## src/rtl/csb_pkg.sv

```systemverilog
// shared types, constants and the divide-by-five helper for the cross stencil blur
package csb_pkg;

    localparam int PIX_W       = 8;
    localparam int ROW_W       = 16;
    localparam int COLCFG_W    = 11;
    localparam int MAX_COLS    = 1024;
    localparam int COL_W       = $clog2(MAX_COLS);
    localparam int CEFF_W      = (COL_W + 1 > COLCFG_W) ? COL_W + 1 : COLCFG_W;
    localparam int CFG_DATA_W  = (ROW_W > COLCFG_W) ? ROW_W : COLCFG_W;
    localparam int CFG_INDEX_W = 2;
    localparam int SUM_W       = 11;
    localparam int DIV5_MUL    = 3277;
    localparam int DIV5_MUL_W  = 12;
    localparam int DIV5_SHIFT  = 14;
    localparam int PROD_W      = SUM_W + DIV5_MUL_W;
    localparam int QUEUE_DEPTH = 4;
    localparam int QPTR_W      = $clog2(QUEUE_DEPTH);
    localparam int QCNT_W      = $clog2(QUEUE_DEPTH + 1);

    localparam logic [CFG_INDEX_W-1:0] REG_ROW_COUNT = CFG_INDEX_W'(0);
    localparam logic [CFG_INDEX_W-1:0] REG_COL_COUNT = CFG_INDEX_W'(1);

    typedef enum logic [0:0] {
        BACK_FIRST,
        BACK_SECOND
    } back_state_t;

    // one request's worth of results, as handed from front to back
    typedef struct packed {
        logic [SUM_W-1:0] first_val;   // sum plus two when blurring, else the pixel
        logic             first_blur;
        logic             first_fl;
        logic             has_second;
        logic [PIX_W-1:0] second_pix;
        logic             second_fl;
    } entry_t;

    typedef struct packed {
        logic full;
        logic empty;
    } q_status_t;

    // floor(x / 5), kept to PIX_W bits, for x below 2**SUM_W via multiply by reciprocal
    function automatic logic [PIX_W-1:0] div5(input logic [SUM_W-1:0] x);
        logic [PROD_W-1:0] prod;
        prod = PROD_W'(x) * PROD_W'(DIV5_MUL);
        return prod[DIV5_SHIFT +: PIX_W];
    endfunction

endpackage

```

## src/rtl/csb_back.sv

```systemverilog
// back part: turns queued requests into one or two results in the output register
module csb_back (
    input  logic                      clk,
    input  logic                      rst_n,
    input  csb_pkg::entry_t           head,
    input  csb_pkg::q_status_t        q_status,
    output logic                      pop,
    output logic                      out_valid,
    input  logic                      out_ready,
    output logic [csb_pkg::PIX_W-1:0] out_pixel,
    output logic                      out_run_last,
    output logic                      out_frame_last
);

    localparam int PW = csb_pkg::PIX_W;

    csb_pkg::back_state_t state_reg, state_next;
    logic          out_valid_reg, out_valid_next;
    logic [PW-1:0] pixel_reg, pixel_next;
    logic          run_last_reg, run_last_next;
    logic          frame_last_reg, frame_last_next;
    logic          load, take;

    assign load = !out_valid_reg || out_ready;
    assign take = load && !q_status.empty;

    always_comb
    begin
        state_next = state_reg;
        case (state_reg)
            csb_pkg::BACK_FIRST:
            begin
                if (take && head.has_second)
                begin
                    state_next = csb_pkg::BACK_SECOND;
                end
            end
            csb_pkg::BACK_SECOND:
            begin
                if (take)
                begin
                    state_next = csb_pkg::BACK_FIRST;
                end
            end
            default:
            begin
                state_next = csb_pkg::BACK_FIRST;
            end
        endcase
    end

    always_comb
    begin
        pop             = 1'b0;
        out_valid_next  = load ? !q_status.empty : out_valid_reg;
        pixel_next      = pixel_reg;
        run_last_next   = run_last_reg;
        frame_last_next = frame_last_reg;
        case (state_reg)
            csb_pkg::BACK_FIRST:
            begin
                if (take)
                begin
                    pixel_next      = head.first_blur ? csb_pkg::div5(head.first_val)
                                    : head.first_val[PW-1:0];
                    run_last_next   = !head.has_second;
                    frame_last_next = head.first_fl;
                    pop             = !head.has_second;
                end
            end
            csb_pkg::BACK_SECOND:
            begin
                if (take)
                begin
                    pixel_next      = head.second_pix;
                    run_last_next   = 1'b1;
                    frame_last_next = head.second_fl;
                    pop             = 1'b1;
                end
            end
            default:
            begin
                pop = 1'b0;
            end
        endcase
    end

    always_ff @(posedge clk or negedge rst_n)
    begin
        if (!rst_n)
        begin
            state_reg     <= csb_pkg::BACK_FIRST;
            out_valid_reg <= 1'b0;
        end
        else
        begin
            state_reg     <= state_next;
            out_valid_reg <= out_valid_next;
        end
    end

    always_ff @(posedge clk)
    begin
        pixel_reg      <= pixel_next;
        run_last_reg   <= run_last_next;
        frame_last_reg <= frame_last_next;
    end

    assign out_valid      = out_valid_reg;
    assign out_pixel      = pixel_reg;
    assign out_run_last   = run_last_reg;
    assign out_frame_last = frame_last_reg;

`ifndef NO_ASSERTIONS
    a_second_has_head: assert property (@(posedge clk) disable iff (!rst_n)
        (state_reg == csb_pkg::BACK_SECOND) |-> (!q_status.empty && head.has_second))
        else $error("second result without a queued request");
`endif

endmodule

```

## config.mk

```make
export PLATFORM = sky130hd
export DESIGN_NAME = csb_back
export DESIGN_NICKNAME = d
export VERILOG_FILES = /design/src/rtl/csb_pkg.sv /design/src/rtl/csb_back.sv
export SDC_FILE = /design/constraint.sdc
export NUM_CORES = 1
export LEC_CHECK = 0
export BUFFER_PORTS_ARGS = -buffer_cell sky130_fd_sc_hd__buf_4
export CAP_MARGIN = 0
export CELL_PAD_IN_SITES_DETAIL_PLACEMENT = 1
export CELL_PAD_IN_SITES_GLOBAL_PLACEMENT = 1
export CORE_MARGIN = 2
export CORE_UTILIZATION = 46
export DETAILED_ROUTE_END_ITERATION = 8
export MAX_ROUTING_LAYER = met4
export PLACE_DENSITY_LB_ADDON = 0.1
export SLEW_MARGIN = 0
export SYNTH_ARGS = -nofsm -noshare
export SYNTH_HDL_FRONTEND = slang
export SYNTH_SLANG_ARGS = --single-unit
```

## constraint.sdc

```tcl
create_clock -name clk -period 1.7 [get_ports clk]
set_clock_uncertainty 0.05 [all_clocks]
set_input_delay 0.34 -clock clk [delete_from_list [all_inputs] [get_ports clk]]
set_output_delay 0.34 -clock clk [all_outputs]
set_load 0.01 [all_outputs]
```

After elaboration in Yosys (flattened, before gate mapping) --
Cells that the tools add are included.
Storage, ports and cells: register bits 12, logic and storage cells 32, input port bits 28, output and inout port bits 12
Cells by class: eq/ne operators 2, multipliers 1, reduce and logical (&&, ||, !) cells 7, muxes and demuxes 16, bitwise gates (word level) 1
Operators by type and width (number):
- 8-bit two-way mux | 3
- 11-bit by 12-bit multiplier with 22-bit output, second input constant | 1
- 8-bit case mux with 2 select lines | 1
- 1-bit two-way mux | 8
- 1-bit case mux with 2 select lines | 4
- 1-bit logical NOT | 3
- 1-bit logical AND | 2
- 2-bit by 1-bit != test with 1-bit output, second input constant | 1
- 2-bit != test, second input constant | 1
- 2-bit AND reduction | 1
- 1-bit logical OR | 1
- 1-bit NOT | 1

Depth between registers and ports, before layout --
depth in word-level cells 6, mapped depth 18, mapped depth without buffers 18

Worst setup path before layout --
OpenSTA, ideal clock, no wires.
kind input-to-reg, start point input head[21] (netlist bit), end point register pixel_reg[5] (netlist: out_pixel[5]), data pin, setup slack -2800 ps, path buffers 0, stages on the path 16, arrival 4180 ps, data required time 1381 ps, library setup time 269 ps, path through inv_1 -> ha_1 -> fa_1 -> inv_1 -> fa_1 -> inv_1 -> fa_1 -> fa_1 -> inv_1 -> ha_1 -> a21oi_1 -> o21ai_0 -> a221o_1 -> a21oi_1 -> mux2i_1 -> o311ai_1
Between the ends: word-level cells in the longest chain between the ends 4
RTL lines:
- from (decl) | line csb_back.sv:5 | input csb_pkg::entry_t head,
- 11-bit by 12-bit multiplier with 22-bit output | line csb_pkg.sv:47 | prod = PROD_W'(x) * PROD_W'(DIV5_MUL);
- 8-bit two-way mux | line csb_back.sv:64 | pixel_next = head.first_blur ? csb_pkg::div5(head.first_val)
- 8-bit two-way mux | line csb_back.sv:62 | if (take)
- 8-bit case mux with 2 select lines | line csb_back.sv:59 | case (state_reg)
- via pixel_next[5] | line csb_back.sv:19 | logic [PW-1:0] pixel_reg, pixel_next;
- to (signal assigned) | line csb_back.sv:104 | pixel_reg <= pixel_next;
- to (decl) | line csb_back.sv:19
The timed path passes the listed nets, and every way through them passes these cells. The select of a mux whose other input is x is not followed. A chain may end at the register's enable or synchronous reset.

Worst setup path after layout --
start point input head[18] (netlist bit), end point register pixel_reg[5] (netlist: out_pixel[5]), data pin
The elaborated chain is that of the path after synthesis.

==> results.md <==
- Die H: about 82 µm
- Die area: between 6000 and 7000 µm²
- Rows: 28
- CP Max Fanout: 4
- VDD IR max: 0.00234 V
- Max Transition Viols Final: 0
- Worst setup margin: -2840 ps
- Fraction of registers with async set/reset: 0.167
- Worst hold path class: in2reg
- Part of the cycle the worst path needs: 2.67
- Critical-path top delay cell: fa_2
- Sequential fraction of the synthesis area: 0.126
- Via count: 2,741
- Yosys top cell by area: ha_1
- Root buffer cell: clkbuf_8
- Clock Tree Buf Depth: 2
- Largest delay contributor family on the critical path: adder cells
- Yosys reg bits: 12
- Vias in the first global route: 2,847
- Final Hold Viols: 0
- Routed Antenna Nets: 0
- Initial antenna violation count: 0
- CP arrival: 4460 ps
- Average wire per standard cell: 24.9 µm
- H-tree levels: 1
- Starting Density: 0.474
- GPL Wtd Cong: just under 0.9
- Power Total: 7.32 mW
- Slowest stage delay, CP: 560 ps
- Count of flip-flops with a built-in enable after synthesis: 10
- Ports: 40
- IO Port Bufs: 38
- Clock latency on the worst-skew pair: 240 ps
- Sink Count: 12
- Mapped Nets: 411
- Final Util: 0.693
- Total CTS buffers: 3
- Global Route Usage Sum: 0.309
- Worst-path cell chain: buf_8 > ha_4 > inv_2 > fa_1 > inv_2 > fa_1 > inv_2 > fa_2 > fa_1 > inv_2 > ha_4 > a21oi_4 > o21ai_2 > a221o_1 > a21oi_2 > mux2i_1 > o311ai_1
- Antenna diodes: 0
- Pin count of the biggest net entering global routing: 13
- DR iter-0 viols: 150
- Failing checks: setup timing
- Vias/cell: around 6
- WP data required: 1620 ps
- Netlist Area Pre-Place: approximately 2800 µm²
- Final hold slack: 273 ps
- GRT overflow: 0
- Leakage: 2.09 nW
- # setup viols final: 8
- RSZ-0062 raised after global routing: true
- Clock transition at path regs: 50 ps
- Syn avg cell area: 9.65 µm²
- YS warnings: 0
- Most used cell, CP: inv_2
- Reg2reg setup slack: 130 ps
- CTS tree: done
- Worst-margin pin slew: roughly 380 ps
- Relative slew slack: 0.745
- Final HPWL DP: 8070 µm
- Synth unique cells: 51
- Setup CP Type: in2reg
- Fmax: 220 MHz
- Minimum clock period: 4540 ps
- Nets: 516
- Fill cells: 628
- Area growth syn-to-layout: 46.1%
- Cell Pwr Density: 1790 nW/µm²
- Post-Syn Instances: 289
- Startpoint types: input pin
- # Max-Cap Violations: 0
- Synth top area share: 0.283
- Total core area: just under 6000 µm²
- Number of flip-flops in the largest register: 8
- Drc violations: 0
- Final WL: roughly 12,000 µm
- Largest cells by area after synthesis: ha_1, fa_1, edfxtp_1, inv_1, a21oi_1
- Synth Flop Type: edfxtp_1
- Share of layout cells above drive strength 1: 0.427
- TritonRoute pass-1 iters: 5
- CP Capture Type: register
- First-pass GRT wire length: 14,600 µm
- Outcome: finished with violations
- Critical path buffers and inverters: 5
- Chip width: 81.9 µm
[routing by layer]
layer / part of all wire / track usage
met5: 0 / -
met4: 0.077 / 0.142
met3: 0.059 / 0.0209
met2: 0.51 / 0.582
met1: 0.35 / 0.326
[metrics by stage]
step	area (µm²)	cells	setup slack, ps	setup TNS, ps
floorplan	3020	289	-2450	-18350
global placement	3820	456	-2760	-21470
CTS	3940	465	-2630	-20230
finish	4080	468	-2840	-21400
global route	4080	468	-2880	-22000
detailed placement	3820	456	-2920	-22620
[placed cells by master, fill, tap and decap left out, types with 10 or more instances in the layout]
master,n
edfxtp_1,10
ha_1,48
nand2_1,10
inv_2,14
fa_1,29
inv_1,60
ha_4,15
buf_4,94
[final timing paths]
kind | start | to | cells after the start
setup / recovery | head[18] | out_pixel[5]$_DFFE_PP_ | 17
hold reg to reg | out_valid$_DFFE_PN0N_ | out_valid$_DFFE_PN0N_ | 2
max in group asynchronous | rst_n | state_reg$_DFF_PN0_ | 2
hold / removal | out_ready | out_valid$_DFFE_PN0N_ | 2
min in group asynchronous | rst_n | state_reg$_DFF_PN0_ | 2
setup reg to reg | state_reg$_DFF_PN0_ | out_pixel[4]$_DFFE_PP_ | 5
[cell families (layout without fill, tap and decap cells)]
group,Yosys count,after routing,synth area share
adder cells (fa/ha/maj),94,94,0.505
buffers and inverters,78,182,0.105
AO/OA/AOI/OAI,51,51,0.146
AND/OR/NAND/NOR,42,42,0.0785
flip-flops,12,12,0.126
XOR/XNOR,8,8,0.0251
multiplexers,4,4,0.0148
[layout make-up]
cell class	instances	area (µm²)	share of cell area
multi-input combinational	199	2480	0.609
timing repair buffer	103	818	0.201
sequential	12	352	0.0862
inverter	75	284	0.0697
tap	75	93.8	0.0230
clock buffer	4	45.0	0.0110
[worst register-to-register path: stages, from the launching register on]
cell and delay [ps]:
dfrtp_2 420, buf_4 200, nor2b_1 290, nand2b_1 100, mux2i_1 240, a221o_1 150
[power breakdown]
group | internal [mW] | leakage (nW) | switching, mW
Sequential | 0.419 | 0.118 | 0.0247
Combinational | 3.11 | 1.95 | 3.49
Clock | 0.166 | 0.0228 | 0.110
Total | 3.69 | 2.09 | 3.62
[timing repair]
item	CTS	global route
hold buffers	1	0
setup buffers	4	3
setup endpoints to repair	9	8
resized for setup	12	27
pin swaps	12	15
hold endpoints to repair	2	0
[synth_stat cells (all sizes together), types with 2 or more instances]
library cell / count
inv: 75
ha: 63
fa: 31
a21oi: 13
nand2: 13
o21ai: 12
edfxtp: 10
nor2: 7
a21o: 6
xnor2: 5
and2: 3
and3: 3
clkbuf: 3
mux2i: 3
xor2: 3
a211oi: 2
a221o: 2
a22oi: 2
dfrtp: 2
nand2b: 2
nand3: 2
nand4: 2
nand4b: 2
nor3: 2
nor3b: 2
o21bai: 2
o221ai: 2
or3: 2
No activity file was read; power rests on OpenSTA's default activity.
