## src/rtl/csb_pkg.sv

```systemverilog
// shared types, constants and the divide-by-five helper for the cross stencil blur
package csb_pkg;

    localparam int PIX_W       = 8;
    localparam int ROW_W       = 16;
    localparam int COLCFG_W    = 11;
    localparam int MAX_COLS    = 1024;
    localparam int COL_W       = $clog2(MAX_COLS);
    localparam int CEFF_W      = (COL_W + 1 > COLCFG_W) ? COL_W + 1 : COLCFG_W;
    localparam int CFG_DATA_W  = (ROW_W > COLCFG_W) ? ROW_W : COLCFG_W;
    localparam int CFG_INDEX_W = 2;
    localparam int SUM_W       = 11;
    localparam int DIV5_MUL    = 3277;
    localparam int DIV5_MUL_W  = 12;
    localparam int DIV5_SHIFT  = 14;
    localparam int PROD_W      = SUM_W + DIV5_MUL_W;
    localparam int QUEUE_DEPTH = 4;
    localparam int QPTR_W      = $clog2(QUEUE_DEPTH);
    localparam int QCNT_W      = $clog2(QUEUE_DEPTH + 1);

    localparam logic [CFG_INDEX_W-1:0] REG_ROW_COUNT = CFG_INDEX_W'(0);
    localparam logic [CFG_INDEX_W-1:0] REG_COL_COUNT = CFG_INDEX_W'(1);

    typedef enum logic [0:0] {
        BACK_FIRST,
        BACK_SECOND
    } back_state_t;

    // one request's worth of results, as handed from front to back
    typedef struct packed {
        logic [SUM_W-1:0] first_val;   // sum plus two when blurring, else the pixel
        logic             first_blur;
        logic             first_fl;
        logic             has_second;
        logic [PIX_W-1:0] second_pix;
        logic             second_fl;
    } entry_t;

    typedef struct packed {
        logic full;
        logic empty;
    } q_status_t;

    // floor(x / 5), kept to PIX_W bits, for x below 2**SUM_W via multiply by reciprocal
    function automatic logic [PIX_W-1:0] div5(input logic [SUM_W-1:0] x);
        logic [PROD_W-1:0] prod;
        prod = PROD_W'(x) * PROD_W'(DIV5_MUL);
        return prod[DIV5_SHIFT +: PIX_W];
    endfunction

endpackage

```

## src/rtl/csb_queue.sv

```systemverilog
// short request queue between the front and back parts
module csb_queue (
    input  logic               clk,
    input  logic               rst_n,
    input  logic               push,
    input  csb_pkg::entry_t    push_entry,
    input  logic               pop,
    output csb_pkg::entry_t    head,
    output csb_pkg::q_status_t status
);

    localparam int PTW = csb_pkg::QPTR_W;
    localparam int CTW = csb_pkg::QCNT_W;

    csb_pkg::entry_t slot_reg [csb_pkg::QUEUE_DEPTH];
    logic [PTW-1:0]  wr_ptr_reg, wr_ptr_next;
    logic [PTW-1:0]  rd_ptr_reg, rd_ptr_next;
    logic [CTW-1:0]  count_reg, count_next;

    always_comb
    begin
        wr_ptr_next = wr_ptr_reg;
        rd_ptr_next = rd_ptr_reg;
        count_next  = count_reg;
        if (push)
        begin
            wr_ptr_next = (wr_ptr_reg == PTW'(csb_pkg::QUEUE_DEPTH - 1)) ? '0
                        : wr_ptr_reg + PTW'(1);
        end
        if (pop)
        begin
            rd_ptr_next = (rd_ptr_reg == PTW'(csb_pkg::QUEUE_DEPTH - 1)) ? '0
                        : rd_ptr_reg + PTW'(1);
        end
        if (push && !pop)
        begin
            count_next = count_reg + CTW'(1);
        end
        else if (pop && !push)
        begin
            count_next = count_reg - CTW'(1);
        end
    end

    always_ff @(posedge clk or negedge rst_n)
    begin
        if (!rst_n)
        begin
            wr_ptr_reg <= '0;
            rd_ptr_reg <= '0;
            count_reg  <= '0;
        end
        else
        begin
            wr_ptr_reg <= wr_ptr_next;
            rd_ptr_reg <= rd_ptr_next;
            count_reg  <= count_next;
        end
    end

    always_ff @(posedge clk)
    begin
        if (push)
        begin
            slot_reg[wr_ptr_reg] <= push_entry;
        end
    end

    assign head         = slot_reg[rd_ptr_reg];
    assign status.full  = (count_reg == CTW'(csb_pkg::QUEUE_DEPTH));
    assign status.empty = (count_reg == '0);

`ifndef NO_ASSERTIONS
    a_count_bound: assert property (@(posedge clk) disable iff (!rst_n)
        count_reg <= CTW'(csb_pkg::QUEUE_DEPTH))
        else $error("queue count beyond depth");
    a_ptr_gap: assert property (@(posedge clk) disable iff (!rst_n)
        (count_reg == '0 || count_reg == CTW'(csb_pkg::QUEUE_DEPTH))
        |-> (wr_ptr_reg == rd_ptr_reg))
        else $error("queue pointers disagree with count");
    a_push_grows: assert property (@(posedge clk) disable iff (!rst_n)
        (push && !pop) |=> (count_reg == $past(count_reg) + CTW'(1)))
        else $error("queue push lost");
`endif

endmodule

```

## config.mk

```make
export PLATFORM = sky130hd
export DESIGN_NAME = csb_queue
export DESIGN_NICKNAME = d
export VERILOG_FILES = /design/src/rtl/csb_pkg.sv /design/src/rtl/csb_queue.sv
export SDC_FILE = /design/constraint.sdc
export NUM_CORES = 1
export LEC_CHECK = 0
export BUFFER_PORTS_ARGS = -buffer_cell sky130_fd_sc_hd__buf_4
export CAP_MARGIN = 0
export CORE_ASPECT_RATIO = 1.75
export CORE_UTILIZATION = 61
export DETAILED_ROUTE_END_ITERATION = 16
export PLACE_DENSITY = 0.84
export SLEW_MARGIN = 20
export SYNTH_ARGS = -nofsm -noshare
export SYNTH_HDL_FRONTEND = slang
export SYNTH_SLANG_ARGS = --single-unit
```

## constraint.sdc

```tcl
create_clock -name clk -period 3.4 [get_ports clk]
set_input_delay 0.17 -clock clk [delete_from_list [all_inputs] [get_ports clk]]
set_output_delay 0.17 -clock clk [all_outputs]
set_load 0.01 [all_outputs]
```

* Word level (Yosys, flattened, before mapping)
Memory sizes are Yosys's and may differ from the RTL's.
Index checks and enable logic that the tools add are counted.
** Storage, ports and cells
- Memories kept :: 1
- Memory bits (writable) :: 92
- Output and inout bits :: 25
- Register bits :: 7
- Logic and storage cells :: 23
- Input port bits :: 27
** Operators by class
- Multiplexer cells :: 6
- Reduce and logical (&&, ||, !) cells :: 6
- Add/sub/neg operators :: 4
- Eq/ne operators :: 3
** Memories
- slot_reg :: words 4, width 23, rd ports 1, clocked after memory_dff 0, write ports 1, RTL line csb_queue.sv:15 : csb_pkg::entry_t slot_reg [csb_pkg::QUEUE_DEPTH];
** Operator list (number)
- $mux 3 :: 2
- $add 2x1->2 const B :: 2
- $eq 2x2->1 const B :: 2
- $mux 2 :: 2
- $add 3x1->3 const B :: 1
- $eq 3x3->1 const B :: 1
- $logic_not 3->1 :: 1
- $sub 3x1->3 const B :: 1
- $logic_and 1x1->1 :: 2
- $logic_not 1->1 :: 2
- $mux 1 :: 2
- $reduce_bool 2->1 :: 1

* Logic depth before layout (Yosys ltp)
Gate-level depths: netlist (run 1).
- Word-level depth :: 4
- Depth in mapped cells :: 7
- Depth with buffers taken out :: 7

* Least setup slack after synthesis (run 1)
OpenSTA, ideal clock, no wires.
- Path type :: flip-flop to flip-flop
- From :: reg wr_ptr_reg[0]
- To :: mem slot_reg[2][0] in the netlist's numbering (enable)
- Library setup time :: 0.382 ns
- Period minus slack after synthesis :: 1.588 ns
- Arrival time :: 1.206 ns
- Data required time :: 3.018 ns
- Setup slack :: 1.812 ns
- Buffers on the path :: 0
- Cell stages (with the launch flop) :: 4
- Cell sequence :: dfrtp_1 > inv_1 > ha_1 > and2_1
** RTL lines
- start, declared :: RTL line csb_queue.sv:16 : logic [PTW-1:0] wr_ptr_reg, wr_ptr_next;
- start signal, assigned :: RTL line csb_queue.sv:55 : wr_ptr_reg <= wr_ptr_next;
- end, declared :: RTL line csb_queue.sv:15
Straight into the memory's write port.

==> run metrics, run 1 <==
critical-path maximum fanout 25; most area-consuming cells after synthesis edfxtp_1, mux4_2, dfrtp_1, mux4_1, ha_1; R2R depth 4; gr ovfl total 0; Syn Inst Count approximately 160; WS Path Type reg -> out; first-pass GRT wire length 9530 um; DP HPWL 3900 um; CP peak stage delay 1.03 ns; R2R Setup Slk approximately 1.6 ns; CTS tree yes; fillcell total 365; RSZ-0062 raised after global routing false; DR WL/cell 19.7 um; GRT Total Usage 0.222; Crit-path slowest cell dfrtp_1; Final setup viols 0; # DRC 0; H-tree depth 3; endpoints failing hold 0; worst r2r dst slot_reg[2][0]; PwrDens 757 mW/mm2; min-delay worst type in -> reg; DIE AREA 0.00652 mm2; largest net degree at the start of global routing 26; CTS buffer count 9; setup ws final 1.22 ns; top_reg_cell synth edfxtp_1; Ys Warns 0; VDD IR-drop max 0.691 mV; Post-CTS Hold Buffers 18; EDFF count, synth 92; Worst-Skew Late Latency between 0.3 and 0.4 ns; initial core utilization 0.637; post-route design area roughly 0.0046 mm2; Mapped Nets 192; Max Slew Vio Count 0; min Tclk post-route 2.18 ns; Total Wirelength 6250 um; biggest area consumer among synthesized cells edfxtp_1; CP Capture Type output pin; Worst Tran Pin Value 1.03 ns; post-synthesis async set-or-reset flop share 0.0707; CTS Sinks slightly below 100; Max-Slew Margin vs Limit 0.311; detailed-route via count 1793; initial antenna violation count 0; ant diodes 0; Pre-Repair DR Iteration Count 4; post-layout util 0.772; crit path DAT 2.01 ns; Top Ports 52; worst hold slack 0.0250 ns; Seq cells post-synth a little under 100; Critical Path Sink head[4]; CTS clk-pin slew, worst paths 0.08 ns; Via density ~5.6; core area 0.00593 mm2; crit path from rd_ptr_reg[1]; Worst Path Required around 3.2 ns; max FFs per register 92; placed inst area 0.00422 mm2; gpl congestion 0.701; nets 270; PostCTS Resize Cnt 0; CTS max path bufs 2; post-synth top area share 0.731; Die Wd 61.5 um; setup tns final 0 ns; Area Overhead vs Synth 21.1%; Synth Cell Area between 0.003 and 0.004 mm2; leakage power 1.64 nW; Setup Skew about 0.0060 ns; Setup WS pre-CTS ~1.5 ns; Critical Path Start Type flip-flop; RR Startpoint wr_ptr_reg[0]; setup bufs post-CTS 0; Root Driver clkbuf_8; status finished, final reports clean; fin crit share 0.642; number of global-route vias before repair 1920; area of the multi-input gates 759 um2; share of layout cells above drive strength 1 0.363; row count 37; worst path cell trace mux4_2 > buf_4; antenna-violating nets left 0; count of cell types in the netlist 19; Die Y-Extent 106 um; sequential fraction of the synthesis area 0.778; post-synthesis average cell area around 24 um2; drt initial violations 94; Fmax approximately 460 MHz; Max-Cap Viols 0; port bufs 51; FF/Latch Area around 0.003 mm2
==> worst min-delay path by stage <==
stage / from / endpoint / slack, ns / cells after the start
after detailed placement: rst_n / count_reg[0] / -0.01 / 1
after CTS: push_entry[17] / slot_reg[1][17] / 0.0007 / 1
after global routing: push_entry[9] / slot_reg[2][9] / 0.004 / 1
final: push_entry[10] / slot_reg[0][10] / 0.02 / 1
after global placement: rst_n / count_reg[0] / -0.02 / 1
after floorplan: rst_n / count_reg[0] / -0.13 / 0
==> logic make-up (layout without fill, tap and decap cells) <==
logic type      Yosys count  after routing  share of synthesized area
compound gates            2              2                    0.00265
xor+xnor                  3              3                    0.00696
fa+ha+maj                 7              7                     0.0252
buf+inv                  10             92                     0.0215
flops                    99             99                      0.778
mux                      26             26                      0.151
simple gates             11             11                     0.0149
==> where the power goes <==
| part | switching (mW) | internal [mW] | leakage [nW] | total (mW) |
|---|---|---|---|---|
| Combinational | 0.473 | 0.605 | 0.628 | 1.08 |
| Clock | 0.349 | 0.327 | 0.0863 | 0.675 |
| Sequential | 0.141 | 1.57 | 0.928 | 1.71 |
==> critical path: cells and delay by family (launching register included) <==
kind	cells	cell delay (ns)
flip-flops	1	1.03
multiplexers	1	0.46
buffers and inverters	1	0.17
==> cell usage in the layout (no fill, tap or decap), drive strengths merged, types with 2 or more instances in the layout <==
cell / n
inv: 4
nand2: 2
mux2: 3
ha: 6
clkbuf: 10
clkinv: 4
nor2: 3
dlygate4sd3: 18
edfxtp: 92
mux4: 23
buf: 55
and2: 4
o21ai: 2
dfrtp: 7
xor2: 2
==> layout make-up <==
| class | count | area share |
|---|---|---|
| repair buffers | 73 | 0.130 |
| clock buffers | 10 | 0.0279 |
| inverters | 4 | 0.00328 |
| clock inverters | 5 | 0.00984 |
| flip-flops and latches | 99 | 0.642 |
| multi-input cells | 49 | 0.166 |
| well taps | 78 | 0.0213 |
==> cell usage after synthesis, types with 3 or more instances <==
master and instances:
inv_1 4, and2_1 4, ha_1 6, edfxtp_1 92, nor2_1 3, mux4_1 5
dfrtp_1 7, mux4_2 18, buf_2 3, mux2_2 3
==> stage by stage <==
stage | total power, mW | cells
CTS | 3.49 | 318
floorplan | 2.41 | 158
global route | 3.64 | 318
global placement | 2.74 | 285
finish | 3.47 | 318
detailed placement | 2.81 | 285
==> metal layers <==
layer  global-route usage  vias to the layer above  part of all wire
met3               0.0523                       16             0.040
li1                     -                      802                 -
met5                    0                        -                 0
met2                0.356                       60              0.55
met4                0.130                        0             0.035
met1                0.267                      915              0.37
(Power assumes the default switching activity.)
==> run 2, diff against run 1 <==
CORE_UTILIZATION = 56   (was 61)
PLACE_DENSITY = 0.78   (was 0.84)
clock period = 2.3 ns   (was 3.4 ns; I/O delays follow)
==> run 2 against run 1 <==
  * Register-to-register slack worse by 0.90 ns
  * Sequential power up 46%
  * Combinational power up 60%
  * Critical path depth up 1
  * Global-route usage down 1.8 points
  * Clock-buffer cell count unchanged
  * Non-clock buffer count up 13
  * Utilization down 3.9 points
  * Flip-flop and latch count unchanged
  * Clock power up 93%
  * Via count up 0.84%
  * Worst setup slack worse by 0.94 ns
==> run metrics, run 2 (synthesis gave the netlist of run 1 again) <==
CP Capture Type output pin; worst hold slack 0.0136 ns; Critical Path Start Type flip-flop; GRT Total Usage 0.205; fillcell total 403; placed inst area 0.00429 mm2; endpoints failing hold 0; number of global-route vias before repair about 2000; Via density about 5.4; Area Overhead vs Synth 26.9%; Flop pwr share 0.452; Worst Tran Pin Value 0.421 ns; CP peak stage delay 0.63 ns; Worst-Skew Late Latency 0.34 ns; RSZ-0062 raised after global routing false; share of layout cells above drive strength 1 0.374; area of the multi-input gates around 760 um2; Setup WS pre-CTS 0.629 ns; Top Ports 52; CTS clk-pin slew, worst paths 0.06 ns; fin crit share 0.877; port bufs 51; worst path cell trace buf_12 > mux4_2 > buf_4; setup tns final 0 ns; VDD IR-drop max 0.954 mV; DP HPWL about 4100 um; Final setup viols 0; crit path DAT 1.90 ns; FF/Latch Area 0.00294 mm2; max FFs per register 92; commonest non-fill, non-tap cell in the layout edfxtp_1; Pint around 4.0 mW; CTS max path bufs 2; Max Slew Vio Count 0; Die Y-Extent 111 um; min Tclk post-route ~2.0 ns; R2R depth 4; proportion of power drawn by combinational gates 0.313; CTS tree yes; WS Path Type reg -> out; detailed-route via count 1808; Clk network pwr share 0.235; core area 0.00654 mm2; ant diodes 0; Pre-Repair DR Iteration Count 4; status finished, final reports clean; Total Wirelength 6250 um; leakage power 1.75 nW; largest net degree at the start of global routing 16; Die Wd 64.1 um; # DRC 0; switching share of power 0.276; min-delay worst type in -> reg; setup ws final 0.282 ns; Max-Slew Margin vs Limit 0.719; Hold Path Depth 2; gr ovfl total 0; Setup Skew 0.00489 ns; Crit-path slowest cell dfrtp_2; drt initial violations 128; row count 39; Max-Cap Viols 0; first-pass GRT wire length around 10000 um; commonest non-fill, non-tap cells in the layout edfxtp_1, buf_4, dlygate4sd3_1; PwrDens ~1200 mW/mm2; setup bufs post-CTS 0; Root Driver clkbuf_16; post-route design area 0.00479 mm2; CTS Sinks 99; Fmax roughly 500 MHz; Psw 1.53 mW; initial antenna violation count 0; critical-path maximum fanout 15; Worst Path Required 2.18 ns; CTS buffer count 9; initial core utilization 0.578; DR WL/cell roughly 19 um; gpl congestion between 0.6 and 0.7; nets roughly 280; DIE AREA 0.00709 mm2; PostCTS Resize Cnt 0; H-tree depth 3; antenna-violating nets left 0; total power 5.53 mW
## run 2: critical path, delay by kind of cell (launching register included)
kind / cells / cell delay [ns]
flops: 1 / 0.63
buf+inv: 2 / 0.39
mux: 1 / 0.54
## run 2: final cells by class
type	instances	area share
sequential	99	0.613
multi-input combinational	49	0.158
timing repair buffer	86	0.150
clock buffer	10	0.0478
tap	82	0.0214
clock inverter	6	0.00678
inverter	4	0.00313
## run 2: metal layers
metal / up-vias / track usage / wire length (um)
li1: 833 / - / -
met1: 907 / 0.233 / 2290
met2: 55 / 0.348 / 3530
met3: 13 / 0.0444 / 256
met4: 0 / 0.115 / 172
met5: - / 0 / 0
## run 2: path summary, 6_finish.rpt
check	to	start	slack, ns
setup reg to reg	slot_reg[0][10]	wr_ptr_reg[0]	0.68
setup / recovery	head[8]	rd_ptr_reg[0]	0.28
min in group asynchronous	count_reg[2]	rst_n	0.12
hold reg to reg	count_reg[2]	count_reg[2]	0.50
hold / removal	wr_ptr_reg[0]	push	0.01
max in group asynchronous	rd_ptr_reg[0]	rst_n	2.05
## run 2: metrics by stage
stage	instances	util
global route	336	0.733
CTS	336	0.733
floorplan	158	-
detailed placement	296	0.657
global placement	296	0.657
finish	336	0.733
## run 2: power by group through the flow
stage | clock network [mW] | logic [mW] | registers, mW
after floorplan | 0 | 1.12 | 2.44
after global placement | 0 | 1.65 | 2.50
after detailed placement | 0 | 1.73 | 2.54
after CTS | 1.33 | 1.77 | 2.50
after global routing | 1.39 | 1.86 | 2.53
final | 1.30 | 1.73 | 2.50
## run 2: timing repair
item,CTS,global route
hold endpoints to repair,99,0
endpoints found under the setup margin,0,0
hold buffers,24,0
==> run 3, diff against run 2 <==
REMOVE_ABC_BUFFERS = 1   (was not set)
==> run 3 against run 2 <==
  * Flip-flop and latch count did not move
  * Utilization rose by 0.48 points
  * Highest routed layer unchanged
  * Critical path depth unchanged
==> run metrics, run 3 (synthesis gave the netlist of run 1 again) <==
Worst-Skew Late Latency 0.33 ns; CP peak stage delay 0.62 ns; Flop pwr share 0.426; worst path cell trace buf_4 > mux4_1 > buf_4; Pre-Repair DR Iteration Count 4; DIE AREA 0.00709 mm2; port bufs 51; Post-CTS Hold Buffers 24; leakage power about 1.8 nW; Via density 5.53; Crit-path slowest cell mux4_1; total power 5.74 mW; drt initial violations 137; DP HPWL roughly 4200 um; share of layout cells above drive strength 1 0.383; commonest non-fill, non-tap cells in the layout edfxtp_1, buf_4, dlygate4sd3_1; endpoints failing hold 0; VDD IR-drop max 0.765 mV; # DRC 0; GRT Total Usage 0.208; setup bufs post-CTS 0; Total Wirelength 6580 um; CP Capture Type output pin; max FFs per register 92; Top Ports 52; initial antenna violation count 0; Worst Tran Pin Value roughly 0.32 ns; switching share of power 0.267; Psw approximately 1.5 mW; PwrDens 1190 mW/mm2; detailed-route via count approximately 1900; RSZ-0062 raised after global routing false; CTS buffer count 9; gpl congestion 0.720; ant diodes 0; CTS clk-pin slew, worst paths 0.06 ns; Die Wd about 64 um; number of global-route vias before repair 2042; commonest non-fill, non-tap cell in the layout edfxtp_1; gr ovfl total 0; Max-Cap Viols 0; setup tns final 0 ns; Setup Skew 0.00374 ns; Die Y-Extent 111 um; min Tclk post-route 1.88 ns; proportion of power drawn by combinational gates 0.308; critical-path maximum fanout 17; antenna-violating nets left 0; status finished, final reports clean; fin crit share 0.816; H-tree depth 3; Worst Path Required between 2 and 2.5 ns; PostCTS Resize Cnt 0; Area Overhead vs Synth 27.8%; min-delay worst type in -> reg; nets 283; first-pass GRT wire length 10300 um; Clk network pwr share 0.266; Max Slew Vio Count 0; fillcell total around 390; WS Path Type reg -> out; Final setup viols 0; initial core utilization 0.578; Fmax around 530 MHz; Pint about 4.2 mW; Root Driver clkbuf_16; crit path DAT 1.76 ns; most used cell, CP buf_4; Max-Slew Margin vs Limit 0.788; row count 39; DR WL/cell 19.6 um; Critical Path Start Type flip-flop; core area 0.00654 mm2; CTS tree yes; CTS max path bufs 2; largest net degree at the start of global routing 24; CTS Sinks 99
==> run 3: cell count changes in the layout (fill, tap and decap cells not counted), moves of 2 or more <==
cell       previous run  this run
bufinv_16             0         2
clkinv_1              4         1
clkinv_2              0         2
clkinv_4              2         0
==> run 3: area by class of cell <==
cell class                 count  area [um2]  share of cell area
timing repair buffer          86         706               0.146
sequential                    99        2940               0.609
inverter                       4        15.0             0.00311
clock buffer                   9         225              0.0467
multi-input combinational     49         758               0.157
clock inverter                 6        81.3              0.0169
tap                           82         103              0.0213
==> run 3: metrics by stage <==
stage / worst slack, ns / hold slack, ns / instance area [um2] / instances / util
5_1_grt: 0.332 / 0.0213 / 4830 / 335 / 0.738
6_report: 0.422 / 0.0217 / 4830 / 335 / 0.738
2_1_floorplan: 0.394 / -0.181 / 3710 / 152 / -
4_1_cts: 0.394 / 0.0138 / 4830 / 335 / 0.738
3_5_place_dp: 0.758 / -0.0664 / 4280 / 296 / 0.654
3_3_place_gp: 0.808 / -0.0704 / 4280 / 296 / 0.654
==> run 3: power groups by stage <==
stage	Combinational [mW]	Sequential, mW	Clock (mW)
after floorplan	0.862	2.58	0
after global placement	1.66	2.45	0
after detailed placement	1.76	2.48	0
after CTS	1.79	2.45	1.55
after global routing	1.90	2.47	1.63
final	1.77	2.44	1.53
==> run 3: final timing paths <==
kind,startpoint,end,slack [ns],cells past startpoint
setup reg to reg,wr_ptr_reg[0],slot_reg[0][8],0.91,4
hold reg to reg,count_reg[2],count_reg[2],0.50,1
setup / recovery,rd_ptr_reg[0],head[22],0.42,3
hold / removal,push,wr_ptr_reg[1],0.02,2
max in group asynchronous,rst_n,rd_ptr_reg[1],2.05,2
min in group asynchronous,rst_n,wr_ptr_reg[0],0.13,2
==> run 3: worst max-delay path, delay by kind of cell (launching register included) <==
family / cells / cell delay [ns]
buffers and inverters: 2 / 0.47
DFF: 1 / 0.34
muxes: 1 / 0.62
==> run 3: per-layer routing <==
metal  wire length [um]  vias up  GRT usage  part of all wire
met5                  0        -          0                 0
met4                174        0      0.108             0.026
met3                236       17     0.0506             0.036
met2               3670       58      0.350              0.56
met1               2500      949      0.243              0.38
li1                   -      827          -                 -
